--- config.mk ---
export PLATFORM = sky130hd
export DESIGN_NAME = dequant_slot_tracker_top
export DESIGN_NICKNAME = d
export VERILOG_FILES = /design/src/sv/dst_pkg.sv /design/src/sv/dst_ram.sv /design/src/sv/dst_dir.sv /design/src/sv/dequant_slot_tracker_top.sv
export SDC_FILE = /design/constraint.sdc
export NUM_CORES = 1
export LEC_CHECK = 0
export BUFFER_PORTS_ARGS = -buffer_cell sky130_fd_sc_hd__buf_2
export CAP_MARGIN = 10
export CORE_ASPECT_RATIO = 2
export CORE_MARGIN = 5
export CORE_UTILIZATION = 45
export DETAILED_ROUTE_END_ITERATION = 12
export GPL_TIMING_DRIVEN = 0
export PLACE_DENSITY_LB_ADDON = 0.25
export REMOVE_ABC_BUFFERS = 1
export SLEW_MARGIN = 30
export SYNTH_ARGS = -nofsm -noshare
export SYNTH_HDL_FRONTEND = slang
export SYNTH_SLANG_ARGS = --single-unit
--- constraint.sdc ---
create_clock -name clk -period 7.7 [get_ports clk]
set_clock_uncertainty 0.2 [all_clocks]
set_input_delay 0.77 -clock clk [delete_from_list [all_inputs] [get_ports clk]]
set_output_delay 0.77 -clock clk [all_outputs]
set_load 0.005 [all_outputs]
--- src/sv/dst_pkg.sv ---
// Shared types and codes for the dequant slot tracker.
// Command, result status, slot state and config register encodings; no dependencies.
`timescale 1ns / 1ps
`default_nettype none

package dst_pkg;

  localparam int MASK_W = 32;

  typedef logic [1:0]        cmd_t;
  typedef logic [2:0]        res_t;
  typedef logic [1:0]        slot_state_t;
  typedef logic [MASK_W-1:0] rank_mask_t;

  localparam cmd_t CMD_PRIME    = 2'd0;
  localparam cmd_t CMD_SCHEDULE = 2'd1;
  localparam cmd_t CMD_ACQUIRE  = 2'd2;
  localparam cmd_t CMD_RELEASE  = 2'd3;

  localparam res_t RS_DONE   = 3'd0;
  localparam res_t RS_DIRECT = 3'd1;
  localparam res_t RS_SKIP   = 3'd2;
  localparam res_t RS_NOSLOT = 3'd3;
  localparam res_t RS_UNDER  = 3'd4;
  localparam res_t RS_IGN    = 3'd5;

  localparam slot_state_t SS_IDLE  = 2'd0;
  localparam slot_state_t SS_DEQ   = 2'd1;
  localparam slot_state_t SS_READY = 2'd2;

  // Config register indexes
  localparam logic CFG_NUM_RANKS    = 1'b0;
  localparam logic CFG_SLOTS_IN_USE = 1'b1;

  // Directory lookup outcome flags
  typedef struct packed {
    logic hit;
    logic vic_ok;
  } dir_flags_t;

endpackage

`default_nettype wire

--- src/sv/dst_ram.sv ---
// Generic single-port-write, single-port-read RAM with registered read data.
// No dependencies.
`timescale 1ns / 1ps
`default_nettype none

module dst_ram #(
  parameter int WIDTH = 64,
  parameter int DEPTH = 8
) (
  input  wire logic                                   clk,
  input  wire logic                                   we,
  input  wire logic [(DEPTH > 1 ? $clog2(DEPTH) : 1)-1:0] waddr,
  input  wire logic [WIDTH-1:0]                       wdata,
  input  wire logic                                   re,
  input  wire logic [(DEPTH > 1 ? $clog2(DEPTH) : 1)-1:0] raddr,
  output logic      [WIDTH-1:0]                       rdata
);

  logic [WIDTH-1:0] mem [DEPTH];

  always_ff @(posedge clk) begin
    if (we) begin
      mem[waddr] <= wdata;
    end
    if (re) begin
      rdata <= mem[raddr];
    end
  end

endmodule

`default_nettype wire

--- src/sv/dst_dir.sv ---
// Slot directory: per-slot tag and state, tag lookup and victim selection.
// Depends on dst_pkg.
`timescale 1ns / 1ps
`default_nettype none

module dst_dir #(
  parameter int SLOT_COUNT      = 8,
  parameter int PERMANENT_SLOTS = 2
) (
  input  wire logic                                             clk,
  input  wire logic                                             rst,
  input  wire logic [6:0]                                       eff_slots,
  input  wire logic [7:0]                                       lk_layer,
  output dst_pkg::dir_flags_t                                   flags,
  output logic [(SLOT_COUNT > 1 ? $clog2(SLOT_COUNT) : 1)-1:0]  hit_slot,
  output logic [(SLOT_COUNT > 1 ? $clog2(SLOT_COUNT) : 1)-1:0]  vic_slot,
  input  wire logic                                             wr_en,
  input  wire logic [(SLOT_COUNT > 1 ? $clog2(SLOT_COUNT) : 1)-1:0] wr_slot,
  input  wire logic [7:0]                                       wr_tag,
  input  wire dst_pkg::slot_state_t                             wr_state
);
  import dst_pkg::*;

  localparam int SW = SLOT_COUNT > 1 ? $clog2(SLOT_COUNT) : 1;

  logic [7:0]  tag   [SLOT_COUNT];
  slot_state_t state [SLOT_COUNT];
  logic          idle_found;
  logic [SW-1:0] idle_slot;
  logic          rdy_found;
  logic [SW-1:0] rdy_slot;

  always_ff @(posedge clk) begin
    if (rst) begin
      for (int s = 0; s < SLOT_COUNT; s++) begin
        state[s] <= SS_IDLE;
      end
    end else if (wr_en) begin
      state[wr_slot] <= wr_state;
    end
    if (wr_en) begin
      tag[wr_slot] <= wr_tag;
    end
  end

  // Scan downward so the lowest matching slot wins
  always_comb begin
    flags.hit  = 1'b0;
    hit_slot   = '0;
    idle_found = 1'b0;
    idle_slot  = '0;
    rdy_found  = 1'b0;
    rdy_slot   = '0;
    for (int s = SLOT_COUNT - 1; s >= 0; s--) begin
      if (7'(s) < eff_slots) begin
        if (tag[s] == lk_layer && state[s] != SS_IDLE) begin
          flags.hit = 1'b1;
          hit_slot  = SW'(s);
        end
        if (s >= PERMANENT_SLOTS && state[s] == SS_IDLE) begin
          idle_found = 1'b1;
          idle_slot  = SW'(s);
        end
        if (s >= PERMANENT_SLOTS && state[s] == SS_READY) begin
          rdy_found = 1'b1;
          rdy_slot  = SW'(s);
        end
      end
    end
    flags.vic_ok = idle_found | rdy_found;
    vic_slot     = idle_found ? idle_slot : rdy_slot;
  end

endmodule

`default_nettype wire

--- src/sv/dequant_slot_tracker_top.sv ---
// Dequant slot tracker top level: command handshake, config registers,
// rank-mask RAM and commit logic. Depends on dst_pkg, dst_dir, dst_ram.
//
// Usage:
//   Requests (cmd, layer, rank, deq_needed) enter on in_valid/in_ready.
//   Each request yields exactly one result (status, slot_index,
//   launch_ranks, launch_async, wait_sync) on out_valid/out_ready.
//   In the accept cycle the slot directory is searched (tag match and
//   victim choice) and the launched/synced masks of the matching slot are
//   read from the mask RAM. In the next cycle the masks and slot state are
//   updated and the result is loaded into the output register.
//   out_valid rises with the commit; a request is not taken before the
//   previous one commits, set by the read-modify-write of the mask RAM
//   with its registered read data.
//   If the output register still holds an untaken result, the commit cycle
//   holds until it is taken; in_ready stays low meanwhile.
//   Reset marks every slot idle, clears the mask valid bits and sets
//   num_ranks to 1 and slots_in_use to 8; no clearing pass is needed.
//   Config writes (cfg_addr 0 num_ranks, 1 slots_in_use) apply at once;
//   the user must make them only while the block is idle; not enforced.
`timescale 1ns / 1ps
`default_nettype none

module dequant_slot_tracker_top #(
  parameter int SLOT_COUNT      = 8,
  parameter int PERMANENT_SLOTS = 2,
  parameter int MAX_RANKS       = 32
) (
  input  wire logic        clk,
  input  wire logic        rst,
  input  wire logic        cfg_we,
  input  wire logic        cfg_addr,
  input  wire logic [5:0]  cfg_wdata,
  input  wire logic        in_valid,
  output logic             in_ready,
  input  wire logic [1:0]  cmd,
  input  wire logic [7:0]  layer,
  input  wire logic [4:0]  rank,
  input  wire logic        deq_needed,
  output logic             out_valid,
  input  wire logic        out_ready,
  output logic [2:0]       status,
  output logic [2:0]       slot_index,
  output logic [31:0]      launch_ranks,
  output logic             launch_async,
  output logic             wait_sync
);
  import dst_pkg::*;

  localparam int SW = SLOT_COUNT > 1 ? $clog2(SLOT_COUNT) : 1;
  localparam logic ST_IDLE = 1'b0;
  localparam logic ST_EXEC = 1'b1;

  logic        fsm;
  logic [5:0]  num_ranks;
  logic [3:0]  slots_in_use;
  logic [5:0]  eff_ranks;
  logic [6:0]  eff_slots;
  rank_mask_t  all_mask;

  dir_flags_t    lk_flags;
  logic [SW-1:0] lk_hit_slot;
  logic [SW-1:0] lk_vic_slot;

  cmd_t          q_cmd;
  logic [7:0]    q_layer;
  logic [4:0]    q_rank;
  logic          q_deq;
  dir_flags_t    q_flags;
  logic [SW-1:0] q_hit_slot;
  logic [SW-1:0] q_vic_slot;
  logic          q_mask_ok;

  logic [SLOT_COUNT-1:0] mask_vld;
  logic [2*MASK_W-1:0]   ram_rdata;
  rank_mask_t            mem_l;
  rank_mask_t            mem_s;
  rank_mask_t            new_l;
  rank_mask_t            new_s;
  rank_mask_t            bit_m;

  logic        accept;
  logic        do_commit;
  res_t        res_status;
  logic [SW-1:0] res_slot;
  rank_mask_t  res_launch;
  logic        res_async;
  logic        res_wait;
  logic        dir_we;
  logic [SW-1:0] dir_slot;
  slot_state_t dir_state;
  logic        ram_we;
  logic [6:0]  slot_w;

  assign in_ready  = (fsm == ST_IDLE);
  assign accept    = in_valid & in_ready;
  assign do_commit = (fsm == ST_EXEC) & (~out_valid | out_ready);

  assign eff_ranks = (num_ranks < 6'(MAX_RANKS)) ? num_ranks : 6'(MAX_RANKS);
  assign eff_slots = ({3'b000, slots_in_use} < 7'(SLOT_COUNT)) ?
                     {3'b000, slots_in_use} : 7'(SLOT_COUNT);
  assign all_mask  = (eff_ranks >= 6'd32) ? '1 :
                     ((rank_mask_t'(1) << eff_ranks[4:0]) - rank_mask_t'(1));

  always_ff @(posedge clk) begin
    if (rst) begin
      num_ranks    <= 6'd1;
      slots_in_use <= 4'd8;
    end else if (cfg_we) begin
      unique case (cfg_addr)
        CFG_NUM_RANKS:    num_ranks    <= cfg_wdata;
        CFG_SLOTS_IN_USE: slots_in_use <= cfg_wdata[3:0];
        default:          num_ranks    <= num_ranks;
      endcase
    end
  end

  dst_dir #(
    .SLOT_COUNT     (SLOT_COUNT),
    .PERMANENT_SLOTS(PERMANENT_SLOTS)
  ) u_dir (
    .clk      (clk),
    .rst      (rst),
    .eff_slots(eff_slots),
    .lk_layer (layer),
    .flags    (lk_flags),
    .hit_slot (lk_hit_slot),
    .vic_slot (lk_vic_slot),
    .wr_en    (dir_we & do_commit),
    .wr_slot  (dir_slot),
    .wr_tag   (q_layer),
    .wr_state (dir_state)
  );

  dst_ram #(
    .WIDTH(2 * MASK_W),
    .DEPTH(SLOT_COUNT)
  ) u_mask_ram (
    .clk  (clk),
    .we   (ram_we & do_commit),
    .waddr(dir_slot),
    .wdata({new_l, new_s}),
    .re   (accept),
    .raddr(lk_hit_slot),
    .rdata(ram_rdata)
  );

  always_ff @(posedge clk) begin
    if (rst) begin
      fsm      <= ST_IDLE;
      mask_vld <= '0;
    end else begin
      if (accept) begin
        fsm <= ST_EXEC;
      end else if (do_commit) begin
        fsm <= ST_IDLE;
      end
      if (ram_we && do_commit) begin
        mask_vld[dir_slot] <= 1'b1;
      end
    end
  end

  // Latch the request and the directory search
  always_ff @(posedge clk) begin
    if (accept) begin
      q_cmd      <= cmd;
      q_layer    <= layer;
      q_rank     <= rank;
      q_deq      <= deq_needed;
      q_flags    <= lk_flags;
      q_hit_slot <= lk_hit_slot;
      q_vic_slot <= lk_vic_slot;
      q_mask_ok  <= mask_vld[lk_hit_slot];
    end
  end

  // Masks never written read as zero
  assign mem_l = q_mask_ok ? ram_rdata[2*MASK_W-1:MASK_W] : '0;
  assign mem_s = q_mask_ok ? ram_rdata[MASK_W-1:0] : '0;
  assign bit_m = rank_mask_t'(1) << q_rank;

  always_comb begin
    res_status = RS_IGN;
    res_slot   = '0;
    res_launch = '0;
    res_async  = 1'b0;
    res_wait   = 1'b0;
    dir_we     = 1'b0;
    dir_slot   = q_hit_slot;
    dir_state  = SS_READY;
    ram_we     = 1'b0;
    new_l      = mem_l;
    new_s      = mem_s;
    unique case (q_cmd)
      CMD_PRIME: begin
        if (q_layer >= 8'(PERMANENT_SLOTS)) begin
          res_status = RS_IGN;
        end else if (q_layer >= {1'b0, eff_slots}) begin
          res_status = q_deq ? RS_UNDER : RS_IGN;
        end else begin
          res_slot  = SW'(q_layer);
          dir_slot  = SW'(q_layer);
          dir_we    = 1'b1;
          dir_state = SS_READY;
          if (!q_deq) begin
            res_status = RS_DIRECT;
          end else begin
            res_status = RS_DONE;
            res_launch = all_mask;
            ram_we     = 1'b1;
            new_l      = all_mask;
            new_s      = all_mask;
          end
        end
      end
      CMD_SCHEDULE: begin
        if (q_flags.hit) begin
          res_status = RS_SKIP;
          res_slot   = q_hit_slot;
        end else if (!q_deq) begin
          res_status = RS_DIRECT;
        end else if (!q_flags.vic_ok) begin
          res_status = RS_NOSLOT;
        end else begin
          res_status = RS_DONE;
          res_slot   = q_vic_slot;
          dir_slot   = q_vic_slot;
          dir_we     = 1'b1;
          dir_state  = SS_DEQ;
          ram_we     = 1'b1;
          new_l      = all_mask;
          new_s      = '0;
          res_launch = all_mask;
          res_async  = 1'b1;
        end
      end
      CMD_ACQUIRE: begin
        if (!q_deq) begin
          res_status = RS_DIRECT;
        end else if ({1'b0, q_rank} >= eff_ranks) begin
          res_status = RS_IGN;
        end else if (q_flags.hit) begin
          res_status = RS_DONE;
          res_slot   = q_hit_slot;
          dir_we     = 1'b1;
          ram_we     = 1'b1;
          if ((mem_l & bit_m) == '0) begin
            res_launch = bit_m;
            new_l      = mem_l | bit_m;
            new_s      = mem_s | bit_m;
          end else if ((mem_s & bit_m) == '0) begin
            res_wait = 1'b1;
            new_s    = mem_s | bit_m;
          end
          dir_state = (((new_l & all_mask) == all_mask) &&
                       ((new_s & all_mask) == all_mask)) ? SS_READY : SS_DEQ;
        end else if (!q_flags.vic_ok) begin
          res_status = RS_NOSLOT;
        end else begin
          res_status = RS_DONE;
          res_slot   = q_vic_slot;
          dir_slot   = q_vic_slot;
          dir_we     = 1'b1;
          ram_we     = 1'b1;
          res_launch = bit_m;
          new_l      = bit_m;
          new_s      = bit_m;
          dir_state  = (bit_m == all_mask) ? SS_READY : SS_DEQ;
        end
      end
      CMD_RELEASE: begin
        if (q_layer >= 8'(PERMANENT_SLOTS) && q_flags.hit) begin
          res_status = RS_DONE;
          res_slot   = q_hit_slot;
          dir_we     = 1'b1;
          dir_state  = SS_READY;
        end
      end
      default: begin
        res_status = RS_IGN;
      end
    endcase
  end

  assign slot_w = 7'(res_slot);

  always_ff @(posedge clk) begin
    if (rst) begin
      out_valid <= 1'b0;
    end else if (do_commit) begin
      out_valid <= 1'b1;
    end else if (out_ready) begin
      out_valid <= 1'b0;
    end
  end

  always_ff @(posedge clk) begin
    if (do_commit) begin
      status       <= res_status;
      slot_index   <= slot_w[2:0];
      launch_ranks <= res_launch;
      launch_async <= res_async;
      wait_sync    <= res_wait;
    end
  end

endmodule

`default_nettype wire

==> metrics.md <==
| Metric | Value |
|---|---|
| Status | `complete, no violations` |
| Footprint of the multi-input gates | `12960 sq um` |
| PD cells | `213.0 nW/um^2` |
| Post-synth EDFFs | `721` |
| Seq/Total Area, Yosys | `61.56%` |
| Number of global-route vias before repair | `27620` |
| Mapped Avg Cell Area | `10.53 sq um` |
| First-pass GRT wire length | `195100 um` |
| CP peak stage delay | `900 ps` |
| Worst setup EP type | `flip-flop` |
| Slowest CP cell | `a2111oi_2` |
| Max-cap violations | `0` |
| # IOs | `70` |
| Hold crit path type | `in -> reg` |
| Worst reg2reg path depth | `13` |
| Post-synth ARST share | `0%` |
| Clock Path Buffers | `3` |
| TritonCTS buffer count | `67` |
| Nets | `3471` |
| CP arrival | `7020 ps` |
| Reg2reg end | `u_dir.state[2][0]` |
| Detailed Routing Iterations Pass 1 | `8` |
| Std cell rows | `146` |
| Fmax | `146.4 MHz` |
| Post-layout util | `52.20%` |
| Total Wirelength | `137200 um` |
| Antenna violations before repair | `1` |
| Clock transition at path regs | `80 ps` |
| Initial Util | `45.29%` |
| Hold Path Origin | `rank[2]` |
| Max Slew Vio Count | `0` |
| # Post-CTS Setup Buffers | `0` |
| Slew @ Worst Pin | `1049 ps` |
| RSZ-0062 raised after global routing | `false` |
| CTS root buffer | `clkbuf_16` |
| Syn Inst Count | `3403` |
| CP cell instances | `buf_6 -> buf_6 -> mux2_1 -> a32o_1 -> o31ai_2 -> nand3_1 -> nor3_4 -> nor2_4 -> a2111oi_2 -> nand4_1 -> o21ai_2 -> o31ai_2 -> and3b_1` |
| R2R Path Start | `q_rank[4]` |
| Post-route antenna net violation count | `0` |
| Hold endpoint | `q_rank[2]` |
| Cells after DPL | `4395` |
| Vias per cell | `6.288` |
| FF+latch count, synth | `741` |
| Maximum VDD drop | `0.1976 mV` |
| Die Span Y | `409 um` |
| Hold-fix buffers, CTS | `0` |
| Layout cell share with drive strength beyond 1 | `11.59%` |
| Hold Crit Depth | `1` |
| Post-synth top area share | `60.44%` |
| Dpl hpwl | `98840 um` |
| FF+latch area | `22060 sq um` |
| Most frequent cell after synthesis | `nand2_1` |
| GR Util All Layers | `31.28%` |
| Startpoint Class | `flip-flop` |
| Initial drt markers | `3056` |
| Post-synth top cells | `nand2_1 (880), edfxtp_1 (721), o21ai_0 (255), clkbuf_1 (181), nand3_1 (165)` |
| Final setup fails | `0` |
| Final Wtd Congestion | `1.045` |
| Core Area | `79100 sq um` |
| Crit-path max FO | `12` |
| Crit path required time | `7890 ps` |
| Clock Latency Late Sink | `660 ps` |
| H-tree Lvls | `3` |
| Die width | `209.5 um` |
| CTS tree | `done` |
| Slew headroom | `30.09%` |
| WS Path Type | `reg -> reg` |
| Mapped cell area | `35820 sq um` |
| Sink Count | `741` |
| Synthesis Warnings | `0` |
| Leak Pwr | `14.14 nW` |
| PortBufs | `69` |
| DR DRC count | `0` |
| Drt wl/cell | `30.39 um` |
| Finished Layout Cells | `4514` |
| Synth area leaders | `edfxtp_1 (60%), nand2_1 (9.2%), o21ai_0 (3.6%)` |
| Synth-to-Final Area Change | `15.26%` |
| Filler cell count | `6881` |
| Largest net degree at the start of global routing | `102` |
| Reg-to-reg slack, setup | `870 ps` |
| Post-CTS Resized | `0` |
| Tcrit/Tclk final | `88.68%` |
| GRT overflow | `0` |
| DR vias | `28390` |
| Fin. Hold Viols | `0` |
| Die area | `85690 sq um` |
| Top FF cell, synth | `edfxtp_1` |
| Post-synth top area cell | `edfxtp_1` |
| Netlist cell types | `93` |
| Minimum clock period | `6828 ps` |
==> final cells by class <==
cell class                 instances  share of cell area (%)
multi-input combinational       2386                   31.38
clock inverter                    31                  0.7092
timing repair buffer             202                   6.685
antenna                            1                0.006061
clock buffer                      86                   4.334
inverter                          31                  0.3091
sequential                       741                   53.43
tap                             1036                   3.140
==> per-stage QoR <==
step	TNS (ps)	setup WS [ps]	area, sq um	total power (W)	hold WS, ps
after global placement	-6880470	-32470	36480	0.005523	262.7
after CTS	0	1229	41260	0.008809	68.43
final	0	871.6	41290	0.008794	99.27
after global routing	0	914.8	41280	0.009040	85.06
after detailed placement	0	1300	39180	0.005574	268.1
after floorplan	-730110	-10950	34840	0.005087	236.6
==> routing by layer <==
metal	up-vias	share of wire (%)	track usage [%]
li1	12560	-	-
met1	13960	35	34.95
met2	1389	48	52.12
met5	-	0.0080	0
met3	475	6.3	5.395
met4	2	10	25.28
==> layout by cell type, fill, tap and decap left out, types with 16 or more instances in the layout <==
cell type and instances:
nand2_1 878, clkbuf_16 68, clkbuf_1 16, edfxtp_1 721
xor2_1 39, a31oi_1 26, o22ai_1 80, buf_16 57
inv_1 25, buf_2 91, nand4_1 26, o21ai_0 248
nor3_1 46, xnor2_1 50, nand3_1 165, or2_2 21
nor2_1 147, nand2b_1 20, buf_8 22, nor4_1 28
o211ai_1 81, a21oi_1 150, o221ai_1 20
==> sequential cells by signal (all words and copies together), names as in the netlist <==
name              flops
u_mask_ram.mem      512
u_dir.tag            64
u_mask_ram.rdata     64
launch_ranks         32
u_dir.state          16
mask_vld              8
q_layer               8
num_ranks             6
q_rank                5
slots_in_use          4
q_hit_slot            3
q_vic_slot            3
slot_index            3
status                3
q_cmd                 2
q_flags               2
fsm                   1
launch_async          1
out_valid             1
q_deq                 1
q_mask_ok             1
wait_sync             1
==> kinds of logic after synthesis <==
logic type / count (synthesis) / synth area share (%)
simple gates: 1469 / 18.02
buf+inv: 276 / 3.067
fa+ha+maj: 14 / 0.4890
flops: 741 / 61.56
mux: 14 / 0.4191
compound gates: 800 / 14.27
xor+xnor: 89 / 2.176
==> critical path: cells and delay by family (launching register included) <==
kind            cells  cell delay (ps)
compound gates      5             2530
simple gates        5             2330
flops               1              500
mux                 1              480
buf+inv             2              460
==> report_power, final <==
part / leakage, nW / total, W / switching (W) / internal (W)
Clock: 1.02 / 0.00326 / 0.00147 / 0.00179
Combinational: 6.26 / 0.000954 / 0.000691 / 0.000263
Sequential: 6.86 / 0.00458 / 0.0000782 / 0.00450
==> how the worst max path moves through the flow <==
stage | depth (start not counted) | endpoint | slack (ps) | startpoint
floorplan | 11 | u_mask_ram.rdata[0] | -10950 | layer[1]
detailed placement | 14 | u_dir.state[2][0] | 1300 | num_ranks[5]
global placement | 12 | u_mask_ram.rdata[43] | -32470 | layer[0]
global route | 13 | u_dir.state[7][1] | 910 | q_rank[4]
finish | 13 | u_dir.state[2][0] | 870 | q_rank[4]
CTS | 13 | u_dir.state[2][0] | 1230 | q_rank[4]
Note: power is estimated with default switching activity, not from simulation.
